--- config.mk ---
export PLATFORM = sky130hd
export DESIGN_NAME = kmlu_cell
export DESIGN_NICKNAME = d
export VERILOG_FILES = /design/src/sv/kmlu_pkg.sv /design/src/sv/kmlu_cell.sv
export SDC_FILE = /design/constraint.sdc
export NUM_CORES = 2
export LEC_CHECK = 0
export BUFFER_PORTS_ARGS = -buffer_cell sky130_fd_sc_hd__buf_2
export CAP_MARGIN = 20
export CORE_UTILIZATION = 45
export DETAILED_ROUTE_END_ITERATION = 12
export GPL_ROUTABILITY_DRIVEN = 0
export HOLD_SLACK_MARGIN = 0.15
export SLEW_MARGIN = 15
export SYNTH_ARGS = -nofsm -noshare
export SYNTH_HDL_FRONTEND = slang
export SYNTH_SLANG_ARGS = --single-unit
--- constraint.sdc ---
create_clock -name clock -period 15.2 [get_ports clock]
set_input_delay 0.76 -clock clock [delete_from_list [all_inputs] [get_ports clock]]
set_output_delay 0.76 -clock clock [all_outputs]
set_load 0.01 [all_outputs]
--- src/sv/kmlu_pkg.sv ---
// Shared constants, codes and types for the k-means Lloyd update core.
package kmlu_pkg;

   localparam int MAX_CLUSTERS_DEF = 8;
   localparam int MAX_DIMS_DEF     = 8;
   localparam int COUNT_BITS_DEF   = 20;
   localparam int COORD_W          = 32;
   localparam int DIST_W           = 64;

   localparam logic [1:0] ACT_LOAD   = 2'd0;
   localparam logic [1:0] ACT_POINT  = 2'd1;
   localparam logic [1:0] ACT_FINISH = 2'd2;

   localparam logic KIND_ASSIGN   = 1'b0;
   localparam logic KIND_CENTROID = 1'b1;

   localparam logic REG_CLUSTERS = 1'b0;
   localparam logic REG_DIMS     = 1'b1;

   typedef enum logic [3:0] {
      ST_IDLE,
      ST_SQ,
      ST_ADD,
      ST_ARGMIN,
      ST_ACCUM,
      ST_PEMIT,
      ST_FSEL,
      ST_DIV,
      ST_FEMIT,
      ST_CLEAR
   } state_type;

   typedef struct packed {
      logic load;
      logic dist_add;
      logic dist_clr;
      logic acc;
      logic acc_last;
      logic store;
      logic sum_clr;
   } cell_ctrl_type;

endpackage

--- src/sv/kmlu_cell.sv ---
// One cluster cell: centroid row, sums, count, distance and argmin link stage.
module kmlu_cell #(
   parameter int CELL_IDX   = 0,
   parameter int MAX_DIMS   = kmlu_pkg::MAX_DIMS_DEF,
   parameter int COUNT_BITS = kmlu_pkg::COUNT_BITS_DEF,
   parameter int CW         = 3,
   parameter int DW         = 3
) (
   input  logic                          clock,
   input  logic                          reset,
   input  kmlu_pkg::cell_ctrl_type       ctrl,
   input  logic [CW-1:0]                 tgt,
   input  logic [3:0]                    k,
   input  logic [DW-1:0]                 wdim,
   input  logic [DW-1:0]                 rdim,
   input  logic signed [31:0]            wr_value,
   input  logic signed [31:0]            coord,
   input  logic signed [31:0]            pbuf_value,
   input  logic [kmlu_pkg::DIST_W-1:0]   link_dist_in,
   input  logic [CW-1:0]                 link_idx_in,
   output logic [kmlu_pkg::DIST_W-1:0]   link_dist_out,
   output logic [CW-1:0]                 link_idx_out,
   output logic signed [COUNT_BITS+31:0] sum_rd,
   output logic [COUNT_BITS-1:0]         cnt_rd
);
   localparam int SUM_BITS = COUNT_BITS + 32;

   logic signed [31:0]         cent_ff [MAX_DIMS];
   logic signed [SUM_BITS-1:0] sum_ff [MAX_DIMS];
   logic [COUNT_BITS-1:0]      cnt_ff;
   logic [63:0]                sq_ff;
   logic [63:0]                dist_ff;
   logic [63:0]                link_dist_ff;
   logic [CW-1:0]              link_idx_ff;

   logic                       sel;
   logic                       active;
   logic signed [32:0]         diff;
   logic [31:0]                mag;
   logic [64:0]                dist_sum;
   logic signed [SUM_BITS:0]   acc_sum;
   logic signed [SUM_BITS-1:0] acc_in;

   assign sel    = (tgt == CW'(CELL_IDX));
   assign active = (32'(CELL_IDX) < 32'(k));
   assign diff   = 33'(coord) - 33'(cent_ff[rdim]);
   assign mag    = diff[32] ? 32'(-diff) : diff[31:0];
   assign dist_sum = 65'(dist_ff) + 65'(sq_ff);
   assign acc_sum  = (SUM_BITS+1)'(sum_ff[rdim]) + (SUM_BITS+1)'(pbuf_value);

   always_comb begin
      if (acc_sum[SUM_BITS] != acc_sum[SUM_BITS-1]) begin
         acc_in = acc_sum[SUM_BITS] ? {1'b1, {(SUM_BITS-1){1'b0}}} : {1'b0, {(SUM_BITS-1){1'b1}}};
      end else begin
         acc_in = acc_sum[SUM_BITS-1:0];
      end
   end

   always_ff @(posedge clock) begin
      sq_ff <= 64'(mag) * 64'(mag);
      if ((ctrl.load || ctrl.store) && sel) begin
         cent_ff[wdim] <= wr_value;
      end
   end

   always_ff @(posedge clock) begin
      if (reset || ctrl.sum_clr) begin
         for (int i = 0; i < MAX_DIMS; i++) begin
            sum_ff[i] <= '0;
         end
         cnt_ff <= '0;
      end else if (ctrl.acc && sel) begin
         sum_ff[rdim] <= acc_in;
         if (ctrl.acc_last && (cnt_ff != {COUNT_BITS{1'b1}})) begin
            cnt_ff <= cnt_ff + 1'b1;
         end
      end
   end

   always_ff @(posedge clock) begin
      if (reset || ctrl.dist_clr) begin
         dist_ff <= '0;
      end else if (ctrl.dist_add) begin
         dist_ff <= dist_sum[64] ? {64{1'b1}} : dist_sum[63:0];
      end
   end

   always_ff @(posedge clock) begin
      if (active && (dist_ff < link_dist_in)) begin
         link_dist_ff <= dist_ff;
         link_idx_ff  <= CW'(CELL_IDX);
      end else begin
         link_dist_ff <= link_dist_in;
         link_idx_ff  <= link_idx_in;
      end
   end

   assign link_dist_out = link_dist_ff;
   assign link_idx_out  = link_idx_ff;
   assign sum_rd        = sum_ff[rdim];
   assign cnt_rd        = cnt_ff;
endmodule

==> impl_metrics.tcl <==
set metrics [dict create \
    final_number_of_max_transition_violations 0 \
    synth_edf_count 672 \
    vias 52200 \
    max_slew_margin 0.228 \
    gr-max-usage-layer "met2" \
    timing.final.crit_share 0.907 \
    min_path_type "input pin to register" \
    worst_ep_arrival_time_ps 14400 \
    tritoncts "done" \
    grt_antenna_before_repair 9 \
    max_clock_freq_ghz 0.0725 \
    clock_sinks 886 \
    cts_root_buf "clkbuf_16" \
    ys_warn_count 0 \
    worstSetupEndpointType "register" \
    postCtsResizedCells 0 \
    synth-seq-cells 886 \
    postCtsHoldBufs 0 \
    die_y_um 400 \
    cts-buffers-inserted 94 \
    critical_path.most_common_cell "fa_1" \
    route.detailed.vias_per_inst 5.63 \
    slowest_cell_on_the_critical_path "xor2_2" \
    m2_gr_usage 0.469 \
    dp_hpwl_um 153000 \
    rr_startpoint "cent_ff[3][0]" \
    place_worst_setup_slack_ps 870 \
    maximum_number_of_pins_on_one_net_before_global_route_repair 66 \
    post_cts_buffers 0 \
    use_met3 0.0467 \
    synth.net_count 8381 \
    yosys.cell_types.count 99 \
    dp.cells 9097 \
    final_layout_size_suffix_gt1_frac 0.108 \
    wire_length_of_the_first_global_routing_pass_um 326000 \
    proportion_of_synthesized_flip_flops_having_asynchronous_set_or_reset 0 \
    coreArea_um2 157000 \
    clock_tree.buffer_depth 3 \
    regToRegSetupSlack_ps 2050 \
    chipWidth_um 400 \
    setup_viol_count_final 0 \
    avgSynthCellArea_um2 10.3 \
    hold_viol_final 0 \
    total_number_of_h_tree_levels 3 \
    syn-cell-area_um2 71300 \
    synth_area_leader_cell "edfxtp_1" \
    netlist.area_leader.share 0.283 \
    worst_setup_path_start_kind "input pin" \
    detailed_route_wire_length_um 214000 \
    rsz0062_at_grt "no" \
    nets 8616 \
    final_critical_path_time_including_i_o_delays_and_setup_ps 13790 \
    detailedRoute.firstIterationViolations 4385 \
    met1_usage 0.340 \
    clock_skew_ps 102 \
    layout_setup_ws_ps 1410 \
    numPortBuffers 323 \
    sequential_cell_area_um2 24500 \
    cp.required_ps 15810 \
    crit_path_max_incr_delay_ps 830 \
    reg2regPathDepth 42 \
    ant_nets 0 \
    track_usage 0.270 \
    num-fill-cells 14300 \
    area.growth.synth_to_final_pct 10.5 \
    remaining_overflow_grt 0 \
    routedWlPerCell_um 23.1 \
    pre_repair_dr_iteration_count 6 \
    setup.worst_path.class "input pin to register" \
    reg2reg_capture_point "sq_ff[62]" \
    status "finished clean" \
    totalNegativeSetupSlack_ps 0 \
    number_of_primary_i_o_pins 324 \
    synth_sequential_area_ratio 0.343 \
    vias_in_the_first_global_route 54300 \
    combined_area_of_the_multi_input_logic_cells_um2 41800 \
    clk_pin_slew_worst_paths_ps 60 \
    crit_path_end "sq_ff[62]" \
    drcViolationCount 0 \
    initial_core_util 0.455 \
    crit_start "rdim[0]" \
    finish.cell_count_without_fillers 9271 \
    synth_cells 6903 \
    max-cap-violations 0 \
    worstSkewPairLatency_ps 760 \
    worstMarginPinSlew_ps 1160 \
    synth.most_common_cell "inv_1" \
    synth_top_cells_by_count "1125 x inv_1, 808 x nor2_1, 803 x fa_1, 672 x edfxtp_1, 490 x ha_1" \
    die_area_um2 160000 \
    synth_top_flop_cell "edfxtp_1" \
    dpl_cell_area_um2 75600 \
    fin_area_um2 78800 \
    yosys-top-cells-area "edfxtp_1 28%, fa_1 23%, ha_1 8.6%" \
    crit_fanout 27 \
    rows 145 \
]
[how the worst min path moves through the flow]
| stage | start | to | slack [ps] | depth (start not counted) |
|---|---|---|---|---|
| floorplan | dist_ff[0] | link_dist_out[0] | 500 | 1 |
| global placement | cnt_rd[5] | cnt_rd[5] | 490 | 2 |
| detailed placement | cnt_rd[17] | cnt_rd[17] | 490 | 2 |
| CTS | wr_value[22] | cent_ff[0][22] | 210 | 1 |
| global route | link_idx_in[0] | link_idx_out[0] | 240 | 2 |
| finish | link_idx_in[0] | link_idx_out[0] | 250 | 2 |
[per-layer routing]
metal / vias up / part of all wire
li1: 23600 / -
met1: 26100 / 0.39
met2: 2024 / 0.49
met3: 460 / 0.078
met4: 8 / 0.038
met5: - / 0.00021
[layout by cell type (no fill, tap or decap), drive strengths merged, types with 22 or more instances in the layout]
cell type and count:
a211oi 32, a21o 174, a21oi 306, a221oi 41
a22o 31, a22oi 276, a31oi 29, and2 39
and3 70, buf 431, clkbuf 115, clkinv 39
dfxtp 214, edfxtp 672, fa 803, ha 490
inv 1145, mux2 65, nand2 409, nand2b 43
nand3 52, nand4 110, nor2 810, nor2b 50
nor3 30, o21ai 199, o21bai 42, or3 22
xnor2 152, xor2 105
[flip-flops by register name, indices dropped and copies added, names as in the netlist]
signal         count
sum_ff           416
cent_ff          256
dist_ff           64
link_dist_out     64
sq_ff             63
cnt_rd            20
link_idx_out       3
[metrics by stage]
stage	hold slack (ps)	utilization
after floorplan	501	-
after global placement	486	0.482
after detailed placement	494	0.482
after CTS	215	0.502
after global routing	239	0.503
final	250	0.503
[critical path, delay by kind of cell]
family	cells	cell delay [ps]
fa+ha+maj	11	4570
buf+inv	5	1190
xor+xnor	3	1370
simple gates	9	2930
compound gates	17	3520
[area by class of cell]
cell class / count / share of cell area
timing repair buffer: 431 / 0.0311
tap: 2058 / 0.0327
inverter: 1144 / 0.0545
multi-input combinational: 4581 / 0.531
clock inverter: 53 / 0.00867
sequential: 886 / 0.310
clock buffer: 115 / 0.0316
antenna: 3 / 0.0000953
[logic make-up after synthesis]
group | share of synthesized area
AOI/OAI and AO/OA | 0.119
xor gates and xnor gates | 0.0323
adders and majority gates | 0.311
buffers and inverters | 0.0760
DFF | 0.343
muxes | 0.0112
and+or+nand+nor | 0.107
Power is left out: the tool's default activity adds up to more than one toggle a clock period on the data nets, which glitch-free logic cannot reach.
