===== src/sv/kmlu_pkg.sv =====
// Shared constants, codes and types for the k-means Lloyd update core.
package kmlu_pkg;

   localparam int MAX_CLUSTERS_DEF = 8;
   localparam int MAX_DIMS_DEF     = 8;
   localparam int COUNT_BITS_DEF   = 20;
   localparam int COORD_W          = 32;
   localparam int DIST_W           = 64;

   localparam logic [1:0] ACT_LOAD   = 2'd0;
   localparam logic [1:0] ACT_POINT  = 2'd1;
   localparam logic [1:0] ACT_FINISH = 2'd2;

   localparam logic KIND_ASSIGN   = 1'b0;
   localparam logic KIND_CENTROID = 1'b1;

   localparam logic REG_CLUSTERS = 1'b0;
   localparam logic REG_DIMS     = 1'b1;

   typedef enum logic [3:0] {
      ST_IDLE,
      ST_SQ,
      ST_ADD,
      ST_ARGMIN,
      ST_ACCUM,
      ST_PEMIT,
      ST_FSEL,
      ST_DIV,
      ST_FEMIT,
      ST_CLEAR
   } state_type;

   typedef struct packed {
      logic load;
      logic dist_add;
      logic dist_clr;
      logic acc;
      logic acc_last;
      logic store;
      logic sum_clr;
   } cell_ctrl_type;

endpackage


===== src/sv/kmlu_div.sv =====
// Restoring divider, one quotient bit per cycle.
module kmlu_div #(
   parameter int COUNT_BITS = kmlu_pkg::COUNT_BITS_DEF
) (
   input  logic                      clock,
   input  logic                      reset,
   input  logic                      start,
   input  logic [COUNT_BITS+31:0]    dividend,
   input  logic [COUNT_BITS-1:0]     divisor,
   output logic                      done,
   output logic [COUNT_BITS+31:0]    quo,
   output logic [COUNT_BITS-1:0]     rem
);
   localparam int SUM_BITS = COUNT_BITS + 32;
   localparam int SCW      = $clog2(SUM_BITS + 1);

   logic [SUM_BITS-1:0]   quo_ff;
   logic [COUNT_BITS:0]   rem_ff;
   logic [COUNT_BITS-1:0] dvs_ff;
   logic [SCW-1:0]        step_ff;
   logic                  done_ff;
   logic [COUNT_BITS:0]   trial;
   logic                  fits;

   assign trial = {rem_ff[COUNT_BITS-1:0], quo_ff[SUM_BITS-1]};
   assign fits  = (trial >= (COUNT_BITS+1)'(dvs_ff));

   always_ff @(posedge clock) begin
      if (reset) begin
         step_ff <= '0;
         done_ff <= 1'b0;
      end else if (start) begin
         step_ff <= SCW'(SUM_BITS);
         done_ff <= 1'b0;
      end else if (step_ff != '0) begin
         step_ff <= step_ff - 1'b1;
         done_ff <= (step_ff == SCW'(1));
      end else begin
         done_ff <= 1'b0;
      end
   end

   always_ff @(posedge clock) begin
      if (start) begin
         quo_ff <= dividend;
         rem_ff <= '0;
         dvs_ff <= divisor;
      end else if (step_ff != '0) begin
         quo_ff <= {quo_ff[SUM_BITS-2:0], fits};
         rem_ff <= fits ? trial - (COUNT_BITS+1)'(dvs_ff) : trial;
      end
   end

   assign done = done_ff;
   assign quo  = quo_ff;
   assign rem  = rem_ff[COUNT_BITS-1:0];
endmodule


===== config.mk =====
export PLATFORM = sky130hd
export DESIGN_NAME = kmlu_div
export DESIGN_NICKNAME = d
export VERILOG_FILES = /design/src/sv/kmlu_pkg.sv /design/src/sv/kmlu_div.sv
export SDC_FILE = /design/constraint.sdc
export NUM_CORES = 1
export LEC_CHECK = 0
export ABC_AREA = 1
export BUFFER_PORTS_ARGS = -buffer_cell sky130_fd_sc_hd__buf_2
export CAP_MARGIN = 40
export CELL_PAD_IN_SITES_DETAIL_PLACEMENT = 1
export CELL_PAD_IN_SITES_GLOBAL_PLACEMENT = 2
export CORE_MARGIN = 2
export CORE_UTILIZATION = 32
export CTS_CLUSTER_SIZE = 30
export DETAILED_ROUTE_END_ITERATION = 12
export PLACE_DENSITY_LB_ADDON = 0.25
export SLEW_MARGIN = 40
export SYNTH_ARGS = -nofsm -noshare
export SYNTH_HDL_FRONTEND = slang
export SYNTH_SLANG_ARGS = --single-unit
export TNS_END_PERCENT = 5

===== constraint.sdc =====
create_clock -name clock -period 5.15 [get_ports clock]
set_input_delay 1.03 -clock clock [delete_from_list [all_inputs] [get_ports clock]]
set_output_delay 1.03 -clock clock [all_outputs]
set_load 0.01 [all_outputs]

==> metrics, run 1 <==
chip height=137 um; worst slack, placed=2.32 ns; sequential fraction of the synthesis area=47.5%; critical path class=reg -> reg; I/O pins=148; worst-margin pin slew=0.707 ns; sequential share of power=35.3%; pin count of the biggest net entering global routing=66; Slew HR=52.9%; fraction of layout cells with a size suffix above 1=24.0%; Seq cells post-synth=99; Setup violations, final=0; CP cell instances=inv_1 -> ha_1 -> inv_1 -> nor2_1 -> inv_1 -> nor3_2 -> inv_1 -> buf_4 -> nor2_1 -> inv_4; syn_area_per_cell=7.78 um2; synthesis-to-finish area growth=21.4%; Critical Path RT=5.14 ns; VDD IR-drop max=0.186 mV; RSZ-0062 raised after global routing=false; initial antenna violation count=2; status=completed; f_max=379 MHz; Area contributors post-synth=edfxtp_1 (38%), nand2_1 (20%), dfxtp_1 (9.5%), inv_1 (6.7%), ha_1 (4.8%); fraction of registers with async set/reset=0%; Power Internal=1.85 mW; CTS tree=yes; Nets=967; total core area=17400 um2; Net Sw Power=1.39 mW; worst hold slack=0.495 ns; drt total wl=16900 um; post-DP HPWL=12200 um; via/cell ratio=4.62; final period utilization=51.2%; LEAKAGE=3.65 nW; Post-synth EDFFs=72; Max Slew Vio Count=0; met2 usage=30.3%; logic gate share of total power=43.3%; DRC viols=0; post-CTS setup repair buffer count=0; CP Data Arrival Time=2.63 ns; clock share of power=21.4%; main flop type after synthesis=edfxtp_1; Max-Cap Viols=0; GR peak layer=met2; worst r2r dst=quo[50]; Inserted Clock Buffers=9; Die X=137 um; antenna-violating nets left=0; H-tree Lvls=3; CP Max Fanout=52; worst r2r src=step_ff[0]; ANT cells=0; worst hold path type=reg -> reg; GRT overflow=0; gr usage total=18.7%; hold path startpoint=rem_ff[4]; top-count cell post-synth=nand2_1; Synth cell types=35; Fin. Hold Viols=0; share of the synthesized area in the top cell type=38.0%; # resized after CTS=0; GR Util met3=5.78%; Slowest-stage cell, CP=inv_4; worst-case reg-to-reg path depth=10; top post-synthesis cells by count=nand2_1 (299), inv_1 (101), edfxtp_1 (72); R2R Setup Slk=2.51 ns; IO Port Bufs=147; PwrDens=470 nW/um2; clock latency reported for the late side of the worst-skew pair=0.37 ns; Ys Warns=0; TNS Setup=0 ns; WHS Endpoint=rem_ff[4]; number of global-route vias before repair=5361; Util after Layout=39.8%; die footprint=18900 um2; num rows=48; Longest Clk Path Bufs=2; Switching Share=42.9%; Yosys top cell by area=edfxtp_1; Initial DRC Count=206; Setup WS post-layout=2.51 ns; most frequent CP cell=inv_1; Worst Setup End Kind=flip-flop; CP max stage delay=0.55 ns; cell count after synthesis=731; grt met1 use=24.6%; detailed-route via count=5078; Reg clk slew, reported paths=0.08 ns; Mapped Nets=829; Routed WL per cell=15.4 um; CTS Sinks=99; CTS Root Cell=clkbuf_16; CTS Hold Buffers Added=0; DRT Pass-1 Iters=4; mapped cell area=5690 um2; Hold Crit Depth=2; first-pass GRT wire length=27400 um; Initial Util=32.8%; clk_skew=0.0170 ns; critical path startpoint category=flip-flop; clock period minus worst slack=2.64 ns; gpl congestion=0.794
through the flow:
stage               cells  instance area, um2  total power [mW]
global route         1099                6910              3.51
detailed placement   1083                6610              2.58
global placement     1083                6610              2.55
floorplan             731                5690              2.14
finish               1099                6910              3.25
CTS                  1099                6910              3.29
metal layers:
| layer | share of wire [%] | up-vias |
|---|---|---|
| met5 | 0.14 | - |
| met4 | 0.98 | 4 |
| met3 | 5.6 | 14 |
| met2 | 46 | 112 |
| met1 | 47 | 2376 |
| li1 | - | 2572 |
power groups by stage:
| stage | clock network, mW | logic (mW) | registers [mW] |
|---|---|---|---|
| 3_3_place_gp | 0 | 1.39 | 1.16 |
| 6_report | 0.695 | 1.41 | 1.15 |
| 3_5_place_dp | 0 | 1.41 | 1.16 |
| 4_1_cts | 0.717 | 1.42 | 1.15 |
| 2_1_floorplan | 0 | 0.949 | 1.19 |
| 5_1_grt | 0.736 | 1.60 | 1.17 |
cell families (layout without fill, tap and decap cells):
group	after synthesis	count (layout)	synth area share (%)
simple gates	417	417	31.4
buf+inv	128	271	8.99
flops	99	99	47.5
compound gates	56	56	5.65
fa+ha+maj	23	23	5.19
xor+xnor	8	8	1.23
worst max-delay path: cells and delay by family, from the launching register on:
kind	cells	cell delay (ns)
adder cells (fa/ha/maj)	1	0.20
buffers and inverters	6	1.26
flip-flops	1	0.42
AND/OR/NAND/NOR	3	0.33
flip-flops by register name, indices dropped and copies added (netlist names):
name / cells
quo: 52
dvs_ff: 20
rem_ff: 20
step_ff: 6
done: 1
how the worst max path moves through the flow:
| stage | start | end | slack [ns] | depth (start not counted) |
|---|---|---|---|---|
| 6_report | step_ff[0] | quo[50] | 2.51 | 10 |
| 5_1_grt | step_ff[0] | quo[49] | 2.34 | 10 |
| 4_1_cts | step_ff[0] | quo[43] | 2.53 | 10 |
| 3_5_place_dp | start | quo[45] | 2.32 | 3 |
| 3_3_place_gp | start | quo[45] | 2.12 | 3 |
| 2_1_floorplan | start | quo[0] | 2.35 | 3 |
area by class of cell:
| class | instances | area (um2) |
|---|---|---|
| inverter | 106 | 403 |
| clock inverter | 7 | 70.1 |
| multi-input combinational | 504 | 2480 |
| fill | 2189 | 10400 |
| tap | 225 | 282 |
| sequential | 99 | 2700 |
| timing repair buffer | 149 | 751 |
| clock buffer | 9 | 225 |
cells in the final DEF (no fill, tap or decap), types with 2 or more instances in the layout:
master       n
nand2_2     10
clkinv_4     2
nand3b_1     4
clkbuf_16    9
dfxtp_1     27
inv_2        5
a21oi_2      9
inv_4        2
nand4_1      2
o21ai_0     20
buf_2      147
nand3_2      7
nand3_1     36
nand2_1    299
nor2_2       3
xor2_1       2
inv_8        2
buf_4        2
a21oi_1     21
xnor2_1      6
nor3_2       2
inv_1       99
nor2_1      40
o21ai_1      3
nand2_4      2
edfxtp_1    72
ha_1        22
nor3_1       7
No activity file was read; power rests on OpenSTA's default activity.
==> inputs of run 2 (changes only) <==
--- a/config.mk
+++ b/config.mk
@@ -5,13 +5,13 @@
 export SDC_FILE = /design/constraint.sdc
 export NUM_CORES = 1
 export LEC_CHECK = 0
-export ABC_AREA = 1
+export ABC_AREA = 0
 export BUFFER_PORTS_ARGS = -buffer_cell sky130_fd_sc_hd__buf_2
 export CAP_MARGIN = 40
 export CELL_PAD_IN_SITES_DETAIL_PLACEMENT = 1
 export CELL_PAD_IN_SITES_GLOBAL_PLACEMENT = 2
 export CORE_MARGIN = 2
-export CORE_UTILIZATION = 32
+export CORE_UTILIZATION = 33
 export CTS_CLUSTER_SIZE = 30
 export DETAILED_ROUTE_END_ITERATION = 12
 export PLACE_DENSITY_LB_ADDON = 0.25
==> constraint.sdc (replaced) <==
create_clock -name clock -period 2.74 [get_ports clock]
set_input_delay 0.548 -clock clock [delete_from_list [all_inputs] [get_ports clock]]
set_output_delay 0.548 -clock clock [all_outputs]
set_load 0.01 [all_outputs]
==> run 2 against run 1 <==
Critical endpoint is now rem_ff[10]. Largest power group is now sequential cells. Setup slack got worse by 2.4 ns. Clock power grew 87%. Via count is 18% lower.
==> metrics, run 2 <==
XOR/XNOR share of the synthesized area=2.02% (was 1.23%); fin area=6630 um2 (was 6910 um2); worst r2r src=dvs_ff[4] (was step_ff[0]); Buf/Inv on CP=2 (was 6); Tot Pwr=5.35 mW (was 3.25 mW); DRC viols=0 (unchanged); CTS tree=yes (unchanged); PwrDens=806 nW/um2 (was 470 nW/um2); grt met1 use=23.0% (was 24.6%); pin count of the biggest net entering global routing=53 (was 66); Synth cell types=56 (was 35); most frequent CP cell=a211o_1 (was inv_1); Nets=709 (was 967); number of global-route vias before repair=4257 (was 5361); Hold Crit Depth=1 (was 2); detailed-route via count=4160 (was 5078); Synth Area in Simple Gates=11.6% (was 31.4%); Die X=129 um (was 137 um); sequential fraction of the synthesis area=52.0% (was 47.5%); main flop type after synthesis=edfxtp_1 (unchanged); gr usage total=17.7% (was 18.7%); Max-Cap Viols=0 (unchanged); Setup violations, final=0 (unchanged); Max Slew Vio Count=0 (unchanged); Worst Setup End Kind=flip-flop (unchanged); I/O pins=148 (unchanged); most frequent cells in the layout=buf_2 (146), edfxtp_1 (72), mux2_2 (51) (was nand2_1 (299), buf_2 (147), inv_1 (99)); post-synthesis mux area share=12.0% (was 0%); Initial Util=33.9% (was 32.8%); antenna-violating nets left=0 (unchanged); WHS Endpoint=dvs_ff[6] (was rem_ff[4]); total core area=15300 um2 (was 17400 um2); non-filler instance count after layout=829 (was 1099); Inserted Clock Buffers=9 (unchanged); Critical Path RT=3.00 ns (was 5.14 ns); worst r2r dst=rem_ff[10] (was quo[50]); CP max stage delay=0.36 ns (was 0.55 ns); gpl congestion=0.860 (was 0.794); clk_skew=0.0129 ns (was 0.0170 ns); Slew HR=68.7% (was 52.9%); fraction of registers with async set/reset=0% (unchanged); Post-synth EDFFs=72 (unchanged); Yosys top cell by area=edfxtp_1 (unchanged); Mapped Nets=551 (was 829); num rows=45 (was 48); CTS Sinks=99 (unchanged); Routed WL per cell=17.7 um (was 15.4 um); CP cell instances=inv_1 -> ha_1 -> nand3_2 -> o21bai_2 -> a211o_1 -> a21oi_4 -> o21ai_1 -> buf_4 -> a211o_1 -> a311oi_2 (was inv_1 -> ha_1 -> inv_1 -> nor2_1 -> inv_1 -> nor3_2 -> inv_1 -> buf_4 -> nor2_1 -> inv_4); post-DP HPWL=10800 um (was 12200 um); final period utilization=95.1% (was 51.2%); synthesis-to-finish area growth=27.8% (was 21.4%); GRT overflow=0 (unchanged); die footprint=16800 um2 (was 18900 um2); CP Max Fanout=7 (was 52); worst hold path type=in -> reg (was reg -> reg); family with the most delay on the worst path=compound AO/OA/AOI/OAI gates (was buffers and inverters); initial antenna violation count=2 (unchanged); Setup WS post-layout=0.134 ns (was 2.51 ns); chip height=129 um (was 137 um); Reg clk slew, reported paths=0.07 ns (was 0.08 ns); worst hold slack=0.362 ns (was 0.495 ns); Initial DRC Count=238 (was 206); mapped cell area=5190 um2 (was 5690 um2); LEAKAGE=2.86 nW (was 3.65 nW); VDD IR-drop max=0.363 mV (was 0.186 mV); dpl cells=807 (was 1083); Area contributors post-synth=edfxtp_1 (42%), mux2_2 (11%), dfxtp_1 (10%), ha_1 (5.3%), inv_1 (2.2%) (was edfxtp_1 (38%), nand2_1 (20%), dfxtp_1 (9.5%), inv_1 (6.7%), ha_1 (4.8%)); GR peak layer=met2 (unchanged); cell count after synthesis=453 (was 731); R2R Setup Slk=0.13 ns (was 2.51 ns); CTS Root Cell=clkbuf_16 (unchanged); critical path class=reg -> reg (unchanged); top-count cell post-synth=edfxtp_1 (was nand2_1); syn_area_per_cell=11.5 um2 (was 7.78 um2); f_max=384 MHz (was 379 MHz); Longest Clk Path Bufs=2 (unchanged); H-tree Lvls=3 (unchanged); Fin. Hold Viols=0 (unchanged); IO Port Bufs=147 (unchanged); top post-synthesis cells by count=edfxtp_1 (72), mux2_2 (51), inv_1 (30) (was nand2_1 (299), inv_1 (101), edfxtp_1 (72)); worst-case reg-to-reg path depth=10 (unchanged); CP Data Arrival Time=2.87 ns (was 2.63 ns); Slowest-stage cell, CP=a211o_1 (was inv_4); met2 usage=28.5% (was 30.3%); Post-Synth Adder-Cell Area=5.69% (was 5.19%); most common cell after layout, fill and taps aside=buf_2 (was nand2_1); share of the synthesized area in the top cell type=41.6% (was 38.0%); status=completed (unchanged); Largest register FFs=52 (unchanged); RSZ-0062 raised after global routing=true (was false); Ys Warns=0 (unchanged); clock latency reported for the late side of the worst-skew pair=0.36 ns (was 0.37 ns); DP Area=6250 um2 (was 6610 um2); via/cell ratio=5.02 (was 4.62); hold path startpoint=divisor[6] (was rem_ff[4]); first-pass GRT wire length=22700 um (was 27400 um); critical path startpoint category=flip-flop (unchanged); worst slack, placed=0.0917 ns (was 2.32 ns); clock period minus worst slack=2.61 ns (was 2.64 ns); drt total wl=14700 um (was 16900 um); Compound-Gate Fraction of Synth Area=12.9% (was 5.65%); GR Util met3=4.54% (was 5.78%); worst-margin pin slew=0.469 ns (was 0.707 ns); DRT Pass-1 Iters=4 (unchanged); largest family of logic cells by synthesized area=compound AO/OA/AOI/OAI gates (was simple AND/OR/NAND/NOR gates); Seq cells post-synth=99 (unchanged); fraction of layout cells with a size suffix above 1=40.3% (was 24.0%)
[run 2: cell families (layout without fill, tap and decap cells)]
| kind of cell | after synthesis | in the layout |
|---|---|---|
| other | 0 | 2 |
| XOR/XNOR | 12 | 12 |
| adder cells (fa/ha/maj) | 23 | 23 |
| flip-flops | 99 | 99 |
| AO/OA/AOI/OAI | 96 | 97 |
| multiplexers | 56 | 56 |
| AND/OR/NAND/NOR | 119 | 119 |
| buffers and inverters | 48 | 210 |
[run 2: worst reg2reg max path, cell delays in order (launching register included)]
cell	delay, ns
edfxtp_1	0.33
inv_1	0.04
ha_1	0.35
nand3_2	0.13
o21bai_2	0.23
a211o_1	0.36
a21oi_4	0.22
o21ai_1	0.12
buf_4	0.18
a211o_1	0.26
a311oi_2	0.29
[run 2: worst max-delay path by stage]
stage,start,to,slack [ns],cells after the start
detailed placement,dvs_ff[12],rem_ff[8],0.09,9
finish,dvs_ff[4],rem_ff[10],0.13,10
floorplan,step_ff[0],quo[0],0.27,8
global route,quo[51],rem_ff[10],-0.03,9
CTS,dvs_ff[12],rem_ff[8],0.08,9
global placement,quo[51],rem_ff[10],0.20,9
[run 2: power breakdown]
part	total, mW	internal [mW]	switching (mW)
Clock	1.30	0.650	0.649
Sequential	2.07	1.89	0.174
Combinational	1.98	0.848	1.13
Total	5.35	3.39	1.96
[run 2: through the flow]
step | util [%] | setup TNS [ns]
after floorplan | - | 0
after global placement | 40.8 | 0
after detailed placement | 40.8 | 0
after CTS | 42.8 | 0
after global routing | 43.3 | -0.0596
final | 43.3 | 0
[run 2: final cells by class]
type	instances	area [um2]
tap	211	264
sequential	99	2700
clock inverter	7	80.1
fill	1750	8680
antenna	2	5.00
multi-input combinational	307	2350
inverter	30	113
timing repair buffer	164	891
clock buffer	9	225
[run 2: per-layer routing]
| layer | wire, um | share of wire (%) | vias to the layer above |
|---|---|---|---|
| li1 | - | - | 2019 |
| met1 | 6540 | 45 | 2036 |
| met2 | 7170 | 49 | 86 |
| met3 | 661 | 4.5 | 19 |
| met4 | 300 | 2.0 | 0 |
| met5 | 0 | 0 | - |
[run 2: what timing repair did]
item / in CTS / in global routing
endpoints found under the setup margin: 0 / 6
setup buffers: 0 / 3
gates resized for setup: 0 / 10
hold buffers: 0 / 0
